$ cat src/sv/bmv_div_pipe.sv
// ----------------------------------------------------------------------------
// bmv_div_pipe
// Restoring divider, one quotient bit per stage, several lanes in step.
// ----------------------------------------------------------------------------
module bmv_div_pipe #(
  parameter int LANES = 4,
  parameter int NW    = 24,
  parameter int QW    = 16,
  parameter int DW    = 8,
  parameter int SW    = 1
) (
  input  logic          clk,
  input  logic          rst_n,
  input  logic          en,
  input  logic          in_vld,
  input  logic [NW-1:0] in_num [LANES],
  input  logic [DW-1:0] in_den [LANES],
  input  logic [SW-1:0] in_side,
  output logic          out_vld,
  output logic [QW-1:0] out_quo [LANES],
  output logic          out_rem_nz [LANES],
  output logic [SW-1:0] out_side
);

  logic          vld_r  [QW];
  logic [DW-1:0] rem_r  [QW][LANES];
  logic [QW-1:0] wrk_r  [QW][LANES];
  logic [DW-1:0] den_r  [QW][LANES];
  logic [SW-1:0] side_r [QW];

  for (genvar s = 0; s < QW; s++) begin : g_stage
    logic          vld_in;
    logic [DW-1:0] rem_in [LANES];
    logic [QW-1:0] wrk_in [LANES];
    logic [DW-1:0] den_in [LANES];
    logic [SW-1:0] side_in;
    logic [DW-1:0] rem_nxt [LANES];
    logic [QW-1:0] wrk_nxt [LANES];

    if (s == 0) begin : g_first
      always_comb begin
        vld_in  = in_vld;
        side_in = in_side;
        for (int l = 0; l < LANES; l++) begin
          rem_in[l] = DW'(in_num[l] >> QW);
          wrk_in[l] = in_num[l][QW-1:0];
          den_in[l] = in_den[l];
        end
      end
    end else begin : g_next
      always_comb begin
        vld_in  = vld_r[s-1];
        side_in = side_r[s-1];
        for (int l = 0; l < LANES; l++) begin
          rem_in[l] = rem_r[s-1][l];
          wrk_in[l] = wrk_r[s-1][l];
          den_in[l] = den_r[s-1][l];
        end
      end
    end

    always_comb begin
      logic [DW:0] t;
      for (int l = 0; l < LANES; l++) begin
        t = {rem_in[l], wrk_in[l][QW-1]};
        if (t >= {1'b0, den_in[l]}) begin
          rem_nxt[l] = DW'(t - {1'b0, den_in[l]});
          wrk_nxt[l] = {wrk_in[l][QW-2:0], 1'b1};
        end else begin
          rem_nxt[l] = t[DW-1:0];
          wrk_nxt[l] = {wrk_in[l][QW-2:0], 1'b0};
        end
      end
    end

    always_ff @(posedge clk) begin
      if (!rst_n) begin
        vld_r[s] <= 1'b0;
      end else if (en) begin
        vld_r[s] <= vld_in;
      end
    end

    always_ff @(posedge clk) begin
      if (en) begin
        side_r[s] <= side_in;
        for (int l = 0; l < LANES; l++) begin
          rem_r[s][l] <= rem_nxt[l];
          wrk_r[s][l] <= wrk_nxt[l];
          den_r[s][l] <= den_in[l];
        end
      end
    end
  end

  always_comb begin
    out_vld  = vld_r[QW-1];
    out_side = side_r[QW-1];
    for (int l = 0; l < LANES; l++) begin
      out_quo[l]    = wrk_r[QW-1][l];
      out_rem_nz[l] = |rem_r[QW-1][l];
    end
  end

endmodule

$ cat config.mk
export PLATFORM = sky130hd
export DESIGN_NAME = bmv_div_pipe
export DESIGN_NICKNAME = d
export VERILOG_FILES = /design/src/sv/bmv_div_pipe.sv
export SDC_FILE = /design/constraint.sdc
export NUM_CORES = 2
export LEC_CHECK = 0
export BUFFER_PORTS_ARGS = -buffer_cell sky130_fd_sc_hd__buf_2
export CAP_MARGIN = 0
export CORE_ASPECT_RATIO = 1.1
export CORE_MARGIN = 2
export CORE_UTILIZATION = 60
export CTS_CLUSTER_DIAMETER = 40
export CTS_CLUSTER_SIZE = 16
export DETAILED_ROUTE_END_ITERATION = 12
export PLACE_DENSITY = 0.77
export SKIP_CTS_REPAIR_TIMING = 1
export SLEW_MARGIN = 5
export SYNTH_ARGS = -nofsm -noshare
export SYNTH_HDL_FRONTEND = slang
export SYNTH_SLANG_ARGS = --single-unit
$ cat constraint.sdc
create_clock -name clk -period 3.7 [get_ports clk]
set_input_delay 0.74 -clock clk [delete_from_list [all_inputs] [get_ports clk]]
set_output_delay 0.74 -clock clk [all_outputs]
set_load 0.005 [all_outputs]
After elaboration in Yosys (flattened, before gate mapping)
Memory sizes are Yosys's and may differ from the RTL's.
Index checks and enable logic that the tools add are counted.
{"block": "classes", "reduce_logical": 4, "bitwise": 16, "magnitude_cmp": 64, "muxes": 149, "n_addsub": 64}
{"op": "9-bit by 8-bit greater-or-equal comparator with 1-bit output", "n": 64}
{"op": "8-bit two-way mux", "n": 64}
{"op": "8-bit subtractor", "n": 64}
{"op": "1-bit two-way mux", "n": 85}
{"op": "8-bit OR reduction", "n": 4}
{"op": "1-bit OR", "n": 16}
{"block": "word_totals", "inputBits": 133, "word_cells": 302, "mem_bits_rw": 2080, "regBits": 0, "out_inout_bits": 70, "n_memories": 5}
{"memory": "wrk_r", "depth": 16, "width": 64, "read_ports": 16, "rd_ports_with_merged_regs": 0, "wr": 16, "line_no": "27", "rtl": "logic [QW-1:0] wrk_r [QW][LANES];"}
{"memory": "den_r", "depth": 16, "width": 32, "read_ports": 15, "rd_ports_with_merged_regs": 0, "wr": 16, "line_no": "28", "rtl": "logic [DW-1:0] den_r [QW][LANES];"}
{"memory": "rem_r", "depth": 16, "width": 32, "read_ports": 16, "rd_ports_with_merged_regs": 0, "wr": 16, "line_no": "26", "rtl": "logic [DW-1:0] rem_r [QW][LANES];"}
{"memory": "side_r", "depth": 16, "width": 1, "read_ports": 16, "rd_ports_with_merged_regs": 0, "wr": 16, "line_no": "29", "rtl": "logic [SW-1:0] side_r [QW];"}
{"memory": "vld_r", "depth": 16, "width": 1, "read_ports": 16, "rd_ports_with_merged_regs": 0, "wr": 16, "line_no": "25", "rtl": "logic vld_r [QW];"}

Logic depth before layout (Yosys ltp)
{"block": "logic_depth", "word_depth": 4, "depth_mapped": 9}

Least setup slack after synthesis
No wires, ideal clock.
{"block": "synth_timing", "path_kind": "input-to-reg", "start": "in in_den[19] (netlist name)", "end": "mem rem_r[0][18] (netlist name) (data pin)", "required_ps": 3440, "t_arrival_ps": 2165, "path_stages": 7, "setup_time_ps": 260, "path_buffers": 0, "slack_ps": 1276, "cell_sequence": "inv_1 > ha_1 > nand3_1 > o21ai_0 > nand3_1 > nand2_1 > mux2_2"}
{"item": "start, declared", "line_no": "17", "rtl": "input logic [DW-1:0] in_den [LANES],"}
{"item": "end, declared", "line_no": "26"}

==> qor.yml <==
status: "complete, no violations"
clk_latency_ps: 850
drv_cap: 0
drtIter0Drc: 2678
finalSetupViolCount: 0
clock_path_buffers: 3
slew_headroom: 0.342
drive_gt1_frac: 0.136
area_delta_synth_final_pct: 13.3
fmax_mhz: 377
async_flop_share: 0
r2r_setup_slack_ps: 1050
period_minus_slack_ps: 2650
n_antenna_cell: 0
drc: 0
fin_hold_ws_ps: 63.9
vias: 48600
grt_use_total: 0.187
final_core_util: 0.683
wirelength_mm: 142
ys_seq_area_frac: 0.682
synth_edf_count: 2047
start_util: 0.603
grt_pass1_vias: 49300
arrival_ps: 3190
grt_max_degree: 113
cp_slowest_stage_delay_ps: 800
finalClockSkew_ps: 42.2
drv_slew: 0
clock-sinks: 2048
timing.final.crit_share: 0.718
grt.overflow.total: 0
ys_ff_latch: 2048
cts_tree: "built"
crit_path_end_kind: "flip-flop"
fp.dieW_um: 374
grt_pass1_wl_mm: 235
antenna_found_initial: 1
cts_root_buf: "clkbuf_16"
timing.rr.start: "rem_r[0][221]"
yosys_warnings: 0
rows: 149
fin_setup_tns_ps: 0
cpMostUsedCell: "o21ai_0"
power_density_nw_per_um2: 753
r2r-end: "rem_r[0][253]"
leakagePower_nw: 40.4
clk_pin_slew_ps: 70
final_net_count: 7444
critPathRequiredTime_ps: 4240
synthCells: 6292
hpwlAfterDp_mm: 97.8
synthesis.nets: 7001
reg2reg_depth: 6
syn-mean-instance-area_um2: 14.3
cp-endpoint: "rem_r[0][253]"
ant_nets: 0
finalHoldViolations: 0
layout_common_cells: "2,047 x edfxtp_1, 810 x inv_1, 512 x ha_1"
cts-htree-levels: 4
io_pins: 203
synthFlopType: "edfxtp_1"
floorplan.core_area_um2: 150000
syn_area_um2: 90100
dr.pass1.iters: 8
worstHoldPathType: "in2reg"
critPathSlowestCell: "a21boi_1"
die_height_um: 410
place_congestion: 0.900
start_kind: "flip-flop"
critPathKind: "reg2reg"
tightest_slew_ps: 985
io_buffers: 202
final_common_cell: "edfxtp_1"
rsz0062_at_grt: "no"
die_area_um2: 153000
cts_made_buffers: 221
cp_max_fo: 14
ir_drop_uv: 459
wl_per_cell_um: 16.0
ys_types: 63
path_cells: "ha_1 > a21oi_1 > o21ai_0 > a21boi_0 > a21boi_1 > o21ai_0"
crit_path_start: "rem_r[0][221]"
via_per_inst: 5.47
-- how the worst min path moves through the flow --
stage             startpoint            end  cells after the start
6_report          in_num[10]   wrk_r[0][11]                      1
5_1_grt            in_num[6]    wrk_r[0][7]                      1
4_1_cts           in_num[10]   wrk_r[0][11]                      1
3_5_place_dp    wrk_r[0][80]  wrk_r[0][145]                      0
3_3_place_gp   wrk_r[1][108]  wrk_r[1][173]                      0
2_1_floorplan   side_r[0][0]   side_r[0][1]                      0
-- where the power goes --
| group | switching (mW) | total, mW | internal, mW | leakage (nW) |
|---|---|---|---|---|
| Clock | 9.60 | 22.8 | 13.2 | 3.78 |
| Sequential | 1.92 | 33.2 | 31.3 | 20.0 |
| Combinational | 11.1 | 20.9 | 9.78 | 16.7 |
| Total | 22.6 | 76.9 | 54.3 | 40.4 |
-- sequential cells by signal, indices dropped and copies added, names as in the netlist --
signal  count
den_r     480
vld_r      16
rem_r     512
wrk_r    1024
side_r     16
-- synthesized netlist by cell type, types with 6 or more instances --
cell type  instances  share of area
edfxtp_1        2047           0.68
inv_1            810          0.034
ha_1             512          0.071
a21oi_1          480          0.027
nor2_1           394          0.016
o21ai_0          347          0.019
nand2b_1         163          0.011
xnor2_1          158          0.015
a21boi_0         156          0.013
nand2_1          149         0.0062
mux2_2           137          0.017
a31o_2           103          0.010
or3_1             69         0.0048
a21o_1            67         0.0056
xor2_1            67         0.0065
fa_1              64          0.014
and3_1            60         0.0042
nor2b_1           57         0.0040
nand3_1           54         0.0030
o21a_1            54         0.0045
mux2i_1           48         0.0053
a211oi_1          41         0.0034
o211ai_1          37         0.0031
buf_1             34         0.0014
mux2_4            25         0.0042
o31ai_1           20         0.0017
nor3_1            14        0.00078
and2_1            13        0.00090
nand4_1           12        0.00083
nor4_1            12        0.00083
o21ai_1            9        0.00050
a221oi_1           7        0.00068
nor4b_1            7        0.00068
a31oi_1            6        0.00042
-- critical path, delay by kind of cell, from the launching register on --
family,cells,cell delay (ps)
flip-flops,1,400
adder cells (fa/ha/maj),1,380
AO/OA/AOI/OAI,5,1600
-- layout make-up --
| cell class | instances | area (um2) |
|---|---|---|
| Sequential cell | 2048 | 61500 |
| Fill cell | 9880 | 47400 |
| Multi-Input combinational cell | 3386 | 25400 |
| Clock buffer | 234 | 5660 |
| Inverter | 813 | 3050 |
| Tap cell | 1963 | 2460 |
| Clock inverter | 175 | 2160 |
| Timing Repair Buffer | 265 | 1890 |
-- layer usage --
metal / wire length, um / GRT usage / up-vias
met1: 57500 / 0.218 / 23300
met3: 5510 / 0.0330 / 322
met2: 73900 / 0.338 / 959
met5: 13 / 0 / -
met4: 5320 / 0.0834 / 2
li1: - / - / 24000
-- per-stage QoR --
step           power [mW]  cells  setup slack (ps)  cell area [um2]
2_1_floorplan        49.4   6292              1280            90100
3_3_place_gp         53.1   8475               966            94300
3_5_place_dp         54.2   8475               926            94300
4_1_cts              77.3   8884               925           102000
5_1_grt              81.3   8884               784           102000
6_report             76.9   8884              1050           102000
-- logic make-up (layout without fill, tap and decap cells) --
family / Yosys count / count (layout) / synth area share
compound gates: 1365 / 1365 / 0.0932
simple gates: 1010 / 1010 / 0.0546
flops: 2048 / 2048 / 0.682
buf+inv: 858 / 1487 / 0.0361
mux: 210 / 210 / 0.0266
xor+xnor: 225 / 225 / 0.0219
fa+ha+maj: 576 / 576 / 0.0853
Power figures use the tool's default switching activity.
