===== src/sv/bmv_pkg.sv =====
// ----------------------------------------------------------------------------
// bmv_pkg
// Shared types, widths and the face table of the box mesh vertex generator.
// ----------------------------------------------------------------------------
package bmv_pkg;

  localparam int SEG_W     = 8;
  localparam int DIM_W     = 16;
  localparam int NUM_W     = 24;
  localparam int QUO_W     = 16;
  localparam int IDX_W     = 19;
  localparam int STR_W     = 9;
  localparam int POS_W     = 17;
  localparam int AREA_W    = 17;
  localparam int TEX_W     = 16;
  localparam int NRM_W     = 2;
  localparam int FACE_W    = 3;
  localparam int CIDX_W    = 3;
  localparam int LANES     = 4;
  localparam int NUM_FACES = 6;
  localparam int UV_SHIFT  = 15;

  localparam logic [TEX_W-1:0]        UV_ONE  = 16'h8000;
  localparam logic signed [NRM_W-1:0] NRM_POS = 2'sb01;
  localparam logic signed [NRM_W-1:0] NRM_NEG = 2'sb11;
  localparam logic signed [NRM_W-1:0] NRM_ZERO = 2'sb00;

  typedef enum logic [CIDX_W-1:0] {
    REG_BOX_WIDTH,
    REG_BOX_HEIGHT,
    REG_BOX_DEPTH,
    REG_WIDTH_SEG,
    REG_HEIGHT_SEG,
    REG_DEPTH_SEG
  } reg_idx_t;

  typedef enum logic [FACE_W-1:0] {
    FACE_PX,
    FACE_NX,
    FACE_PY,
    FACE_NY,
    FACE_PZ,
    FACE_NZ
  } face_t;

  typedef enum logic [1:0] {
    AXIS_X,
    AXIS_Y,
    AXIS_Z
  } axis_t;

  typedef struct packed {
    logic [DIM_W-1:0] box_width;
    logic [DIM_W-1:0] box_height;
    logic [DIM_W-1:0] box_depth;
    logic [SEG_W-1:0] width_seg;
    logic [SEG_W-1:0] height_seg;
    logic [SEG_W-1:0] depth_seg;
  } cfg_t;

  typedef struct packed {
    axis_t u_axis;
    axis_t v_axis;
    axis_t w_axis;
    logic  u_neg;
    logic  v_neg;
    logic  w_neg;
    axis_t seg_u;
    axis_t seg_v;
  } face_desc_t;

  typedef struct packed {
    logic                    pvalid;
    logic                    qvalid;
    logic [IDX_W-1:0]        index;
    logic [STR_W-1:0]        stride;
    logic                    neg_u;
    logic                    neg_v;
    axis_t                   u_axis;
    axis_t                   v_axis;
    axis_t                   w_axis;
    logic signed [POS_W-1:0] dz;
  } side_t;

  function automatic face_desc_t face_desc(face_t f);
    face_desc_t d;
    d = '{AXIS_Z, AXIS_Y, AXIS_X, 1'b1, 1'b1, 1'b0, AXIS_Z, AXIS_Y};
    unique case (f)
      FACE_PX: d = '{AXIS_Z, AXIS_Y, AXIS_X, 1'b1, 1'b1, 1'b0, AXIS_Z, AXIS_Y};
      FACE_NX: d = '{AXIS_Z, AXIS_Y, AXIS_X, 1'b0, 1'b1, 1'b1, AXIS_Z, AXIS_Y};
      FACE_PY: d = '{AXIS_X, AXIS_Z, AXIS_Y, 1'b0, 1'b0, 1'b0, AXIS_X, AXIS_Z};
      FACE_NY: d = '{AXIS_X, AXIS_Z, AXIS_Y, 1'b0, 1'b1, 1'b1, AXIS_X, AXIS_Z};
      FACE_PZ: d = '{AXIS_X, AXIS_Y, AXIS_Z, 1'b0, 1'b1, 1'b0, AXIS_X, AXIS_Y};
      FACE_NZ: d = '{AXIS_X, AXIS_Y, AXIS_Z, 1'b1, 1'b1, 1'b1, AXIS_X, AXIS_Y};
      default: d = '{AXIS_Z, AXIS_Y, AXIS_X, 1'b1, 1'b1, 1'b0, AXIS_Z, AXIS_Y};
    endcase
    return d;
  endfunction

endpackage


===== src/sv/bmv_front.sv =====
// ----------------------------------------------------------------------------
// bmv_front
// Face decode, global index and divider operands for one grid point.
// ----------------------------------------------------------------------------
module bmv_front #(
  parameter int MAX_SEGMENTS = 255
) (
  input  logic                                        clk,
  input  logic                                        rst_n,
  input  logic                                        en,
  input  bmv_pkg::cfg_t                               cfg,
  input  logic                                        in_vld,
  input  logic [bmv_pkg::FACE_W-1:0]                  in_face,
  input  logic [bmv_pkg::SEG_W-1:0]                   in_col,
  input  logic [bmv_pkg::SEG_W-1:0]                   in_row,
  output logic                                        out_vld,
  output logic [bmv_pkg::NUM_W-1:0]                   out_num [bmv_pkg::LANES],
  output logic [bmv_pkg::SEG_W-1:0]                   out_den [bmv_pkg::LANES],
  output bmv_pkg::side_t                              out_side
);
  import bmv_pkg::*;

  typedef struct packed {
    logic                    pvalid;
    logic                    qvalid;
    face_t                   face;
    logic [SEG_W-1:0]        col;
    logic [SEG_W-1:0]        row;
    logic [SEG_W-1:0]        gx;
    logic [SEG_W-1:0]        gy;
    logic [STR_W-1:0]        stride;
    logic [DIM_W-1:0]        dimx;
    logic [DIM_W-1:0]        dimy;
    logic signed [POS_W-1:0] dz;
    logic                    u_neg;
    logic                    v_neg;
    axis_t                   u_axis;
    axis_t                   v_axis;
    axis_t                   w_axis;
    logic [AREA_W-1:0]       p0;
    logic [AREA_W-1:0]       p1;
    logic [AREA_W-1:0]       p2;
  } s1_t;

  function automatic logic [SEG_W-1:0] seg_clamp(logic [SEG_W-1:0] s);
    logic [SEG_W-1:0] r;
    r = s;
    if (s == '0) r = SEG_W'(1);
    else if (int'(s) > MAX_SEGMENTS) r = SEG_W'(MAX_SEGMENTS);
    return r;
  endfunction

  logic [SEG_W-1:0] gw, gh, gd;
  logic [STR_W-1:0] gw1, gh1, gd1;
  face_desc_t       fd;
  logic             fvalid;
  s1_t              s1_nxt, s1_r;
  logic             s1_vld_r;

  function automatic logic [SEG_W-1:0] pick_seg(axis_t a, logic [SEG_W-1:0] x,
                                                logic [SEG_W-1:0] y, logic [SEG_W-1:0] z);
    logic [SEG_W-1:0] r;
    unique case (a)
      AXIS_X:  r = x;
      AXIS_Y:  r = y;
      default: r = z;
    endcase
    return r;
  endfunction

  function automatic logic [DIM_W-1:0] pick_dim(axis_t a, cfg_t c);
    logic [DIM_W-1:0] r;
    unique case (a)
      AXIS_X:  r = c.box_width;
      AXIS_Y:  r = c.box_height;
      default: r = c.box_depth;
    endcase
    return r;
  endfunction

  always_comb begin
    gw  = seg_clamp(cfg.width_seg);
    gh  = seg_clamp(cfg.height_seg);
    gd  = seg_clamp(cfg.depth_seg);
    gw1 = STR_W'(gw) + STR_W'(1);
    gh1 = STR_W'(gh) + STR_W'(1);
    gd1 = STR_W'(gd) + STR_W'(1);
    fd  = face_desc(face_t'(in_face));
    fvalid = in_face < FACE_W'(NUM_FACES);

    s1_nxt.face   = face_t'(in_face);
    s1_nxt.col    = in_col;
    s1_nxt.row    = in_row;
    s1_nxt.gx     = pick_seg(fd.seg_u, gw, gh, gd);
    s1_nxt.gy     = pick_seg(fd.seg_v, gw, gh, gd);
    s1_nxt.stride = fvalid ? STR_W'(s1_nxt.gx) + STR_W'(1) : '0;
    s1_nxt.pvalid = fvalid && (in_col <= s1_nxt.gx) && (in_row <= s1_nxt.gy);
    s1_nxt.qvalid = fvalid && (in_col < s1_nxt.gx) && (in_row < s1_nxt.gy);
    s1_nxt.dimx   = pick_dim(fd.seg_u, cfg);
    s1_nxt.dimy   = pick_dim(fd.seg_v, cfg);
    s1_nxt.dz     = fd.w_neg ? -$signed(POS_W'(pick_dim(fd.w_axis, cfg)))
                             : $signed(POS_W'(pick_dim(fd.w_axis, cfg)));
    s1_nxt.u_neg  = fd.u_neg;
    s1_nxt.v_neg  = fd.v_neg;
    s1_nxt.u_axis = fd.u_axis;
    s1_nxt.v_axis = fd.v_axis;
    s1_nxt.w_axis = fd.w_axis;
    s1_nxt.p0     = AREA_W'(gd1) * AREA_W'(gh1);
    s1_nxt.p1     = AREA_W'(gw1) * AREA_W'(gd1);
    s1_nxt.p2     = AREA_W'(gw1) * AREA_W'(gh1);
  end

  always_ff @(posedge clk) begin
    if (!rst_n) begin
      s1_vld_r <= 1'b0;
    end else if (en) begin
      s1_vld_r <= in_vld;
    end
  end

  always_ff @(posedge clk) begin
    if (en) begin
      s1_r <= s1_nxt;
    end
  end

  logic [IDX_W-1:0] base, row_prod;
  logic [STR_W-1:0] two_c, two_r, gx9, gy9, du, dv;
  logic             lt_u, lt_v;

  always_comb begin
    unique case (s1_r.face)
      FACE_PX: base = '0;
      FACE_NX: base = IDX_W'(s1_r.p0);
      FACE_PY: base = IDX_W'({s1_r.p0, 1'b0});
      FACE_NY: base = IDX_W'({s1_r.p0, 1'b0}) + IDX_W'(s1_r.p1);
      FACE_PZ: base = IDX_W'({s1_r.p0, 1'b0}) + IDX_W'({s1_r.p1, 1'b0});
      FACE_NZ: base = IDX_W'({s1_r.p0, 1'b0}) + IDX_W'({s1_r.p1, 1'b0})
                      + IDX_W'(s1_r.p2);
      default: base = '0;
    endcase
    row_prod = IDX_W'(s1_r.row) * IDX_W'(s1_r.stride);
    two_c = {s1_r.col, 1'b0};
    two_r = {s1_r.row, 1'b0};
    gx9   = STR_W'(s1_r.gx);
    gy9   = STR_W'(s1_r.gy);
    lt_u  = two_c < gx9;
    lt_v  = two_r < gy9;
    du    = lt_u ? gx9 - two_c : two_c - gx9;
    dv    = lt_v ? gy9 - two_r : two_r - gy9;

    out_vld = s1_vld_r;
    out_den[0] = s1_r.gx;
    out_den[1] = s1_r.gy;
    out_den[2] = s1_r.gx;
    out_den[3] = s1_r.gy;
    if (s1_r.pvalid) begin
      out_num[0] = NUM_W'(s1_r.dimx) * NUM_W'(du);
      out_num[1] = NUM_W'(s1_r.dimy) * NUM_W'(dv);
      out_num[2] = NUM_W'(s1_r.col) << UV_SHIFT;
      out_num[3] = (NUM_W'(s1_r.row) << UV_SHIFT) + NUM_W'(s1_r.gy) - NUM_W'(1);
    end else begin
      out_num[0] = '0;
      out_num[1] = '0;
      out_num[2] = '0;
      out_num[3] = '0;
    end

    out_side.pvalid = s1_r.pvalid;
    out_side.qvalid = s1_r.qvalid;
    out_side.index  = s1_r.pvalid ? base + IDX_W'(s1_r.col) + row_prod : '0;
    out_side.stride = s1_r.stride;
    out_side.neg_u  = s1_r.u_neg ^ lt_u;
    out_side.neg_v  = s1_r.v_neg ^ lt_v;
    out_side.u_axis = s1_r.u_axis;
    out_side.v_axis = s1_r.v_axis;
    out_side.w_axis = s1_r.w_axis;
    out_side.dz     = s1_r.dz;
  end

endmodule


===== config.mk =====
export PLATFORM = sky130hd
export DESIGN_NAME = bmv_front
export DESIGN_NICKNAME = d
export VERILOG_FILES = /design/src/sv/bmv_pkg.sv /design/src/sv/bmv_front.sv
export SDC_FILE = /design/constraint.sdc
export NUM_CORES = 2
export LEC_CHECK = 0
export ABC_AREA = 0
export BUFFER_PORTS_ARGS = -buffer_cell sky130_fd_sc_hd__buf_2
export CAP_MARGIN = 20
export CORE_ASPECT_RATIO = 0.9
export CORE_UTILIZATION = 50
export DETAILED_ROUTE_END_ITERATION = 6
export GPL_TIMING_DRIVEN = 1
export PLACE_DENSITY = 0.69
export SYNTH_ARGS = -nofsm -noshare
export SYNTH_HDL_FRONTEND = slang
export SYNTH_SLANG_ARGS = --single-unit
export TNS_END_PERCENT = 100

===== constraint.sdc =====
create_clock -name clk -period 16.3 [get_ports clk]
set_clock_uncertainty 0.2 [all_clocks]
set_input_delay 0.815 -clock clk [delete_from_list [all_inputs] [get_ports clk]]
set_output_delay 0.815 -clock clk [all_outputs]
set_load 0.01 [all_outputs]

======== Word level (Yosys, flattened, before mapping) ========
Index checks and enable logic that the tools add are counted.
operators by class
  $add $sub $neg .......................... 16
  bitwise operators ....................... 2
  $lt $le $gt $ge ......................... 7
  $mul .................................... 6
  eq/ne operators ......................... 13
  multiplexer cells ....................... 15
  reductions and logical operators ........ 10
operators by type and width
  operator                 number
  $mux W96                 1
  $pmux W16 S2             3
  $pmux W19 S5             1
  $pmux W13 S5             1
  $mul A9 B9 Y17           3
  $mul A16 B9 Y24          2
  $add A19 B17 Y19         2
  $add A8 B1 Y9 const B    4
  $pmux W8 S2              2
  $add A23 B8 Y24          1
  $logic_not A8 Y1         3
  $mux W8                  3
  $sub A24 B1 Y24 const B  1
  $add A18 B17 Y19         1
  $add A18 B18 Y19         1
  $add A19 B8 Y19          1
  $mux W19                 1
  $lt A9 B8 Y1             2
  $mux W9                  2
  $sub A8 B9 Y9            2
  $sub A9 B8 Y9            2
  $mul A8 B9 Y17           1
  $neg A16 Y17             1
  $le A8 B8 Y1             2
  other kinds (10)         26
storage, ports and cells
  output and inout port bits .............. 184
  input bits .............................. 95
  register bits ........................... 155

======== Depth between registers and ports, before layout ========
  word-level depth ........................ 7
  depth in mapped cells ................... 34

======== Worst setup path after synthesis ========
OpenSTA, ideal clock, no wires.
  kind .................................... register to output
  start point ............................. register s1_r, in the netlist out_den[14]
  end point ............................... output port out_num[95] in the netlist's numbering
  arrival time ............................ 7.085 ns
  stages on the path, launching flop included .. 30
  data required time ...................... 15.285 ns
  path slack .............................. 8.200 ns
  path buffers ............................ 2
  cell sequence ........................... edfxtp_1 inv_1 ha_1 buf_6 o211a_4 o2bb2ai_2 a21oi_2 nand2_2 mux2_4 a22oi_4 nand3_1 a21oi_1 xnor2_1 buf_2 nand2_1 fa_1 fa_1 fa_1 inv_1 fa_1 ha_1 o211ai_1 o21ai_0 a31oi_1 o21ai_0 a31oi_1 o21ai_0 a31oi_1 or4b_2 nand4_1
RTL lines
  item                    RTL line          source
  from (decl)             bmv_front.sv:57   s1_t s1_nxt, s1_r;
  from (signal assigned)  bmv_front.sv:123  s1_r <= s1_nxt;
  to (decl)               bmv_front.sv:17   output logic [bmv_pkg::NUM_W-1:0] out_num [bmv_pkg::LANES],

==> metrics.txt <==
Root Driver clkbuf_16; Synth area leaders fa_1 (27%), edfxtp_1 (15%), ha_1 (14%); Final Hold Fails 0; DR pass1 iterations 7; final count of negative-setup-slack endpoints 0; first-pass GRT wire length 131000 um; setup_tns 0 ns; post-synthesis sequential area ratio 14.8%; worst rel slew slack 21.6%; core area 61200 um2; met2 usage 41.0%; die height 238 um; CP startpoint kind flip-flop; layout cells sized above 1 10.5%; pre-CTS setup slack 7.12 ns; Worst EP required 15.29 ns; I/O pin cnt 279; Final Cycle Share 60.2%; vias in the first global route 23.7k; yosys warns 0; fmax 102 MHz; CP bufs+invs 4; asr flop ratio synth 0%; synth cell count leaders inv_1 (582), nand2_1 (480), fa_1 (412); initial antenna violation count 20; minimum clock period 9.82 ns; Layout area overhead 6.84%; Worst Path Class, Setup flip-flop to primary output; Bufs on Longest Clock Path 2; die area 63000 um2; DP HPWL 68400 um; post-synth top area share 26.6%; highest-delay cell along the critical path or4b_2; Detailed Route Iter0 Violations 2112; TritonCTS clock tree yes; most frequent cell after synthesis inv_1; leading area contributor after synthesis fa_1; drt drc 0; met1 Use GR 37.2%; syn_area_per_cell 8.67 um2; detailed-route wire length 83500 um; Post-Syn Instances 3577; Placer Congestion 0.953; CTS HTree Levels 4; CP peak stage delay 0.64 ns; final setup margin 6.48 ns; post-route ant nets 0; Slew @ Worst Pin 1.17 ns; Worst-path clk slew 0.07 ns; min-delay worst type flip-flop to flip-flop; clk sink count 153; CTS Buf Count 17; RSZ-0062 raised after global routing false; Post-CTS Repair Setup Buffers 0; global routing's busiest layer met2; Port Buffer Count 261; #FFs+latches synth 153; area of the multi-input gates 23200 um2; vias 24.6k; via/cell ratio 5.48; Most Frequent Cell on Critical Path fa_1; final-stage net count 4547; hold_buf cts 0; Global Route Usage Sum 27.0%; status finished clean; cell row count 86; number of flops mapped to enable cells by yosys 152; Final Max Slew Viols 0; Max Cap Viol 0; Die X-Extent 264 um; largest net degree at the start of global routing 80; Wirelength per Cell 18.6 um; Worst-Skew Late Latency 0.47 ns; FF+latch area 4580 um2; Fillers 5711; post-cts resize count 0; Worst setup EP type primary output; crit-path leading delay family compound AO/OA/AOI/OAI gates; post-synth cell types 73; met3 Resource Use GR 8.36%; aggregate global routing overflow 0; Initial Utilization 50.6%; CP Max Fanout 16; crit path DAT 8.80 ns; Top FF cell, synth edfxtp_1; Post-Syn Area 31000 um2
metrics by stage:
step	util [%]	area [um2]	std cells	hold slack, ns
3_5_place_dp	53.1	32500	4456	0.316
2_1_floorplan	-	31100	3593	0.338
4_1_cts	54.0	33100	4488	0.318
6_report	54.1	33100	4498	0.329
3_3_place_gp	53.1	32500	4456	0.303
5_1_grt	54.1	33100	4495	0.334
routing by layer:
| layer | vias up | wire [um] | part of all wire, % |
|---|---|---|---|
| met3 | 122 | 8370 | 10 |
| met4 | 22 | 2020 | 2.4 |
| met2 | 953 | 36500 | 44 |
| li1 | 11600 | - | - |
| met5 | - | 132 | 0.16 |
| met1 | 12000 | 36500 | 44 |
worst paths after layout:
| check | to | start | cells after the start | slack (ns) |
|---|---|---|---|---|
| min reg2reg | out_vld | out_vld | 2 | 0.33 |
| max reg2reg | out_vld | out_vld | 2 | 15.51 |
| min | out_vld | out_vld | 2 | 0.33 |
| max | out_num[95] | out_den[14] | 29 | 6.48 |
cell families (layout without fill, tap and decap cells):
group,count (synthesis),in the layout,synth area share (%)
AO/OA/AOI/OAI,495,495,10.1
XOR/XNOR,215,215,6.07
adder cells (fa/ha/maj),765,765,40.8
buffers and inverters,813,920,10.9
flip-flops,153,153,14.8
multiplexers,50,50,1.76
other,1,23,0.0121
AND/OR/NAND/NOR,1085,1085,15.6
state kept, by name, indices dropped and copies added, names as in the netlist:
name / flops
out_vld: 1
out_den: 16
s1_r: 104
out_side: 32
layout make-up:
cell class              instances  area share (%)
multi-input cells            2627            69.9
inverters                     583            6.61
diodes                          6          0.0453
well taps                     792            2.99
flip-flops and latches        153            13.8
clock buffers                  20            1.32
repair buffers                305            4.96
clock inverters                12           0.321
worst min-delay path, delay by kind of cell, from the launching register on:
family | cells | cell delay, ns
flip-flops | 1 | 0.31
multiplexers | 1 | 0.12
AND/OR/NAND/NOR | 1 | 0.05
placed cells by master, fill, tap and decap left out, types with 13 or more instances in the layout:
master and n:
a31oi_1 23, nor3_1 36, mux2_2 25, mux2i_1 22
ha_1 353, nor2b_1 23, xor2_1 70, clkbuf_16 17
o21bai_1 13, xnor2_1 140, nand2_1 480, nand4_1 17
o21ai_0 95, o21a_1 21, fa_1 412, nand3_1 31
buf_2 260, edfxtp_1 152, a21o_1 62, buf_4 40
and3_1 31, a21oi_1 161, and2_1 134, a211oi_1 16
nand2b_1 19, inv_1 582, a22oi_1 29, conb_1 17
nor2_1 278
Power is not shown: default switching activity piles up to over one toggle a cycle in this logic, so the estimate is an artifact.
